<file path="src/rtl/tbgd_pkg.sv">
package tbgd_pkg;

    localparam int CORDIC_STEPS = 16;
    localparam int ANG_W        = 20;
    localparam int XY_W         = 19;
    localparam logic signed [ANG_W-1:0] Q16_PI      = 20'sd205887;
    localparam logic signed [ANG_W-1:0] Q16_HALF_PI = 20'sd102944;
    localparam logic signed [XY_W-1:0]  CORDIC_GAIN = 19'sd39797;
    localparam logic signed [23:0]      DEG_PER_RAD = 24'sd3754936;
    localparam int CX_MAX = 8388607;
    localparam int CX_MIN = -8388608;

    typedef struct packed {
        logic [6:0]  cell_column;
        logic [6:0]  cell_row;
        logic [15:0] score;
        logic [15:0] dist_top;
        logic [15:0] dist_right;
        logic [15:0] dist_bottom;
        logic [15:0] dist_left;
        logic signed [15:0] rotation_angle;
    } cell_t;

    typedef struct packed {
        logic signed [23:0] center_x;
        logic signed [23:0] center_y;
        logic [16:0] box_width;
        logic [16:0] box_height;
        logic signed [15:0] angle_degrees;
        logic [15:0] confidence;
    } box_t;

    function automatic logic signed [ANG_W-1:0] atan_q16(input int i);
        case (i)
            0: atan_q16 = 20'sd51472;
            1: atan_q16 = 20'sd30386;
            2: atan_q16 = 20'sd16055;
            3: atan_q16 = 20'sd8150;
            4: atan_q16 = 20'sd4091;
            5: atan_q16 = 20'sd2047;
            6: atan_q16 = 20'sd1024;
            7: atan_q16 = 20'sd512;
            8: atan_q16 = 20'sd256;
            9: atan_q16 = 20'sd128;
            10: atan_q16 = 20'sd64;
            11: atan_q16 = 20'sd32;
            12: atan_q16 = 20'sd16;
            13: atan_q16 = 20'sd8;
            14: atan_q16 = 20'sd4;
            default: atan_q16 = 20'sd2;
        endcase
    endfunction

endpackage

</file>
<file path="src/rtl/tbgd_front.sv">
module tbgd_front #(
    parameter int MAP_WIDTH  = 128,
    parameter int MAP_HEIGHT = 128
) (
    input  logic            clk,
    input  logic            rst_n,
    input  logic            in_valid,
    output logic            in_ready,
    input  tbgd_pkg::cell_t in_cell,
    input  logic [15:0]     threshold,
    output logic            q_valid,
    input  logic            q_ready,
    output tbgd_pkg::cell_t q_cell
);

    localparam int DEPTH = 4;

    tbgd_pkg::cell_t mem_reg [DEPTH];
    logic [1:0] wr_ptr_reg, rd_ptr_reg;
    logic [2:0] count_reg;
    logic       keep;
    logic       push, pop;

    // drop cells below threshold or off the map
    assign keep = (in_cell.score >= threshold)
                  && ({25'd0, in_cell.cell_column} < 32'(MAP_WIDTH))
                  && ({25'd0, in_cell.cell_row} < 32'(MAP_HEIGHT));

    assign in_ready = (count_reg != 3'(DEPTH));
    assign push     = in_valid && in_ready && keep;
    assign q_valid  = (count_reg != 3'd0);
    assign pop      = q_valid && q_ready;
    assign q_cell   = mem_reg[rd_ptr_reg];

    always_ff @(posedge clk)
    begin
        if (push)
        begin
            mem_reg[wr_ptr_reg] <= in_cell;
        end
    end

    always_ff @(posedge clk or negedge rst_n)
    begin
        if (!rst_n)
        begin
            wr_ptr_reg <= '0;
            rd_ptr_reg <= '0;
            count_reg  <= '0;
        end
        else
        begin
            if (push)
            begin
                wr_ptr_reg <= wr_ptr_reg + 2'd1;
            end
            if (pop)
            begin
                rd_ptr_reg <= rd_ptr_reg + 2'd1;
            end
            count_reg <= count_reg + {2'd0, push} - {2'd0, pop};
        end
    end

    a_count_range: assert property (@(posedge clk) disable iff (!rst_n)
        count_reg <= 3'(DEPTH)) else $error("queue count overflow");
    a_full_no_push: assert property (@(posedge clk) disable iff (!rst_n)
        (count_reg == 3'(DEPTH)) |-> !push) else $error("push into full queue");
    a_empty_no_pop: assert property (@(posedge clk) disable iff (!rst_n)
        (count_reg == 3'd0) |-> !pop) else $error("pop from empty queue");

endmodule

</file>
<file path="config.mk">
export PLATFORM = sky130hd
export DESIGN_NAME = tbgd_front
export DESIGN_NICKNAME = d
export VERILOG_FILES = /design/src/rtl/tbgd_pkg.sv /design/src/rtl/tbgd_front.sv
export SDC_FILE = /design/constraint.sdc
export NUM_CORES = 1
export LEC_CHECK = 0
export BUFFER_PORTS_ARGS = -buffer_cell sky130_fd_sc_hd__buf_4
export CAP_MARGIN = 25
export CORE_AREA = 8 8 245 247
export DETAILED_ROUTE_END_ITERATION = 8
export DIE_AREA = 0 0 253 255
export MAX_ROUTING_LAYER = met4
export PLACE_DENSITY = 0.53
export SLEW_MARGIN = 10
export SYNTH_ARGS = -nofsm -noshare
export SYNTH_HDL_FRONTEND = slang
export SYNTH_SLANG_ARGS = --single-unit
export TNS_END_PERCENT = 20
</file>
<file path="constraint.sdc">
create_clock -name clk -period 5.7 [get_ports clk]
set_clock_uncertainty 0.1 [all_clocks]
set_input_delay 0.285 -clock clk [delete_from_list [all_inputs] [get_ports clk]]
set_output_delay 0.285 -clock clk [all_outputs]
set_load 0.01 [all_outputs]
</file>
* Word-level counts from Yosys, hierarchy flattened
Memories as Yosys holds them, arrays and structs flattened. Index checks and enable logic that the tools add are counted.
Operators by class: add/subtract/negate cells 4, multiply operators 0, divide/modulo/power cells 0, order comparisons 1, equal/unequal tests 1, shift-type cells 0, multiplexer cells 2, bitwise operators 0, reduce and logical (&&, ||, !) cells 4
Operators with widths (count):
- $ge 16x16->1 | 1
- $add 2x1->2 const B | 2
- $add 3x1->3 | 1
- $logic_and 1x1->1 | 3
- $ne 3x3->1 const B | 1
- $reduce_bool 3->1 | 1
- $sub 3x1->3 | 1
- $mux 1 | 2
Word-level totals: bits in registers 7, latch bits 0, bits in writable memories 440, memory bits (read-only) 0, bits of input ports 130, output and inout port bits 112, memories 1
Memories:
- mem_reg | depth 4, width 110, rd ports 1, clocked after memory_dff 0, write ports 1, RTL line tbgd_front.sv:18 | tbgd_pkg::cell_t mem_reg [DEPTH];

* Longest topological paths before layout
depth in word-level cells 5, gate-level depth with buffers 13, mapped depth without buffers 13

* Worst setup path before layout
OpenSTA, ideal clock, no wires.
path kind input to register, start point input port threshold[15], end point memory mem_reg[1][0] in the netlist's numbering (enable), arrival 3.922 ns, data required time 5.118 ns, setup slack 1.197 ns, cell stages on the path 7, buffers on the path 0, cell sequence inv_1 > ha_1 > nand4_2 > nor3_2 > nand3b_2 > a31oi_4 > and2_1
On the way: word-level cells in the longest chain between the ends 4
RTL lines:
- from (decl) | RTL line tbgd_front.sv:10 | input logic [15:0] threshold,
- $ge 16x16->1 | RTL line tbgd_front.sv:25 | assign keep = (in_cell.score >= threshold)
- $logic_and 1x1->1 | RTL line tbgd_front.sv:30 | assign push = in_valid && in_ready && keep;
- $mux 1 | RTL line tbgd_front.sv:37 | if (push)
- $mux 1 (not written as such) | RTL line tbgd_front.sv:39 | mem_reg[wr_ptr_reg] <= in_cell;
- to (decl) | RTL line tbgd_front.sv:18
Every way passes these cells.

* Worst setup path after layout
start point input port in_cell[82] in the netlist's numbering, end point memory mem_reg[0][47] in the netlist's numbering (enable)
On the way: word-level cells in the longest chain between the ends 4
RTL lines:
- from (decl) | RTL line tbgd_front.sv:9 | input tbgd_pkg::cell_t in_cell,
- $ge 16x16->1 | RTL line tbgd_front.sv:25
- $logic_and 1x1->1 | RTL line tbgd_front.sv:30
- $mux 1 | RTL line tbgd_front.sv:37
- $mux 1 (not written as such) | RTL line tbgd_front.sv:39
Every way passes these cells.

==> impl_metrics.env <==
export IMPL_outcome="complete, no violations"
export IMPL_utilization_pct=39.6
export IMPL_cts_path_max_buffers=3
export IMPL_rsz0062_at_grt="false"
export IMPL_ys_warnings_count=0
export IMPL_critPathArrivalTime_ns=3.55
export IMPL_gp_congestion=0.707
export IMPL_path_cells="dlygate4sd3_1 -> buf_4 -> ha_1 -> o21ai_0 -> a21oi_1 -> nand3b_2 -> a31oi_4 -> and2_4 -> buf_4"
export IMPL_core_um2=56000
export IMPL_finalCriticalPeriod_ns=3.46
export IMPL_tns_ns=0
export IMPL_pre_cts_ws_ns=2.10
export IMPL_cts_sinks=447
export IMPL_die_x_um=253
export IMPL_finalCritPeriodShare_pct=60.6
export IMPL_postCtsSetupRepairBufs=0
export IMPL_power_total_uw=10100
export IMPL_synth_ff_type="edfxtp_1"
export IMPL_fill_cells=5083
export IMPL_numPortBuffers=241
export IMPL_netlist_instances=669
export IMPL_ys_ff_latch=447
export IMPL_finalHoldViolCount=0
export IMPL_crit_path_end_kind="flop"
export IMPL_clkLatencyLatePin_ns=0.56
export IMPL_numCtsBuffers=48
export IMPL_initial_utilization_pct=29.8
export IMPL_max_cap_violations=0
export IMPL_grt_max_degree=54
export IMPL_setup_viol=0
export IMPL_via_per_inst=4.38
export IMPL_wirelength_mm=37.9
export IMPL_drive_above_1_share_pct=40.9
export IMPL_worst_slew_pin_slew_ns=0.943
export IMPL_grtUsageTotal_pct=12.0
export IMPL_relSlewSlack_pct=37.1
export IMPL_pin_count=242
export IMPL_critPathMaxStageDelay_ns=0.79
export IMPL_synth_cell_area_um2=16700
export IMPL_synth_edff_count=440
export IMPL_synth_fp_nets=822
export IMPL_ir_worst_vdd_uv=358
export IMPL_fmax_ghz=0.289
export IMPL_drtIter0Drc=484
export IMPL_antenna_left=0
export IMPL_place_hpwl_mm=23.7
export IMPL_clkTransAtPathRegs_ns=0.06
export IMPL_slew_viol_final=0
export IMPL_root_buffer="clkbuf_16"
export IMPL_cts_resized=0
export IMPL_vias=8162
export IMPL_cts_tree="done"
export IMPL_cp_common_cell="buf_4"
export IMPL_ctsHoldBuffers=113
export IMPL_wl_per_cell_um=20.3
export IMPL_critPathRequiredTime_ns=5.80
export IMPL_design_die_area_um2=64500
export IMPL_dr_pass1_iters=4
export IMPL_dieHeight_um=255
export IMPL_dpl_instance_area_um2=19500
export IMPL_ys_seq_area_share_pct=80.2
export IMPL_largest_reg_flops=440
export IMPL_grt_overflow=0
export IMPL_syn_avg_cell_area_um2=25.0
export IMPL_fin_area_um2=22200
export IMPL_fin_ws_ns=2.24
export IMPL_antenna_found_initial=6
export IMPL_drc=0
export IMPL_p_leak_uw=0.00764
export IMPL_layout_nets=1215
export IMPL_slowest_stage="and2_4"
export IMPL_rows=87
export IMPL_synth_distinct_cells=29
export IMPL_synth_async_reset_ratio_pct=1.57
export IMPL_criticalPathCategory="in2reg"
export IMPL_grt_pass1_wl_mm=56.5
export IMPL_area_delta_synth_final_pct=32.8
export IMPL_power_density_nw_per_um2=456
export IMPL_hold_path_class="in2reg"
export IMPL_htree_levels=2
export IMPL_grt_pass1_vias=9059
export IMPL_cp_start_kind="primary input"
export IMPL_critPathMaxFanout=53
## through the flow
step	hold WS, ns	cells
final	0.109	1864
after global routing	0.110	1864
after CTS	0.0849	1858
after detailed placement	0.00379	1655
after global placement	0.00238	1655
after floorplan	-0.111	669
## critical path, delay by kind of cell
family	cells	cell delay, ns
buf+inv	3	1.27
compound gates	3	0.74
simple gates	2	0.93
fa+ha+maj	1	0.27
## layout by cell type (no fill, tap or decap), types with 2 or more instances in the layout
cell / Yosys / layout
a21oi_1: 5 / 5
and2_4: 0 / 4
buf_4: 8 / 254
bufinv_16: 0 / 5
clkbuf_1: 6 / 12
clkbuf_16: 0 / 49
clkbuf_8: 0 / 2
clkinv_1: 0 / 7
clkinv_2: 0 / 8
clkinv_4: 0 / 2
clkinvlp_4: 0 / 2
dfrtp_1: 7 / 5
dfrtp_4: 0 / 2
diode_2: 0 / 6
dlygate4sd3_1: 0 / 113
edfxtp_1: 440 / 440
ha_1: 22 / 22
inv_1: 23 / 23
inv_6: 0 / 3
mux4_2: 110 / 110
nand2_1: 8 / 8
nand3_1: 2 / 2
nand4_1: 2 / 2
nor2_1: 2 / 2
nor3_2: 2 / 2
o21ai_0: 2 / 2
xnor2_1: 4 / 4
## path summary, 6_finish.rpt
path / startpoint / endpoint / slack, ns / cells past startpoint
setup / recovery: in_cell[82] / mem_reg[0][47] / 2.24 / 9
setup reg to reg: count_reg[1] / mem_reg[0][47] / 2.90 / 6
max in group asynchronous: rst_n / rd_ptr_reg[0] / 4.64 / 3
hold / removal: in_valid / wr_ptr_reg[0] / 0.11 / 4
hold reg to reg: count_reg[0] / count_reg[0] / 0.43 / 1
min in group asynchronous: rst_n / count_reg[0] / 0.59 / 3
## cells by family (layout without fill, tap and decap cells)
kind of cell	count (synthesis)	count (layout)	synth area share [%]
buffers and inverters	48	481	1.30
other	0	6	0
adder cells (fa/ha/maj)	23	23	1.77
XOR/XNOR	5	5	0.262
AO/OA/AOI/OAI	9	9	0.502
AND/OR/NAND/NOR	26	26	1.07
flip-flops	447	447	80.2
multiplexers	111	111	14.9
## cells in the mapped netlist (2+ instances only)
cell	count	area [um2]
edfxtp_1	440	13200
mux4_2	110	2480
inv_1	23	86.3
ha_1	22	275
buf_4	8	60.1
nand2_1	8	30.0
dfrtp_1	7	175
buf_1	6	22.5
clkbuf_1	6	22.5
a21oi_1	5	25.0
buf_2	5	25.0
xnor2_1	4	35.0
and2_1	3	18.8
and2_2	2	15.0
nand3_1	2	10.0
nand4_1	2	12.5
nor2_1	2	7.51
nor3_2	2	20.0
o21ai_0	2	10.0
## power breakdown
group	switching (uW)	internal, uW	total, uW
sequential	237	3970	4200
combinational	1340	1490	2830
clock	1240	1840	3080
## per-layer routing
| layer | up-vias | part of all wire, % | GRT usage, % |
|---|---|---|---|
| li1 | 3637 | - | - |
| met1 | 4263 | 44 | 15.6 |
| met2 | 220 | 48 | 18.8 |
| met3 | 42 | 5.6 | 3.04 |
| met4 | 0 | 1.7 | 2.96 |
| met5 | - | 0 | - |
## cell type report
type / instances / area, um2 / share of cell area (%)
Antenna cell: 6 / 15.0 / 0.0677
Multi-Input combinational cell: 174 / 3100 / 14.0
Tap cell: 756 / 946 / 4.27
Clock inverter: 27 / 275 / 1.24
Clock buffer: 63 / 1300 / 5.86
Inverter: 23 / 86.3 / 0.389
Sequential cell: 447 / 13400 / 60.4
Timing Repair Buffer: 368 / 3060 / 13.8
Note: power is estimated with default switching activity, not from simulation.
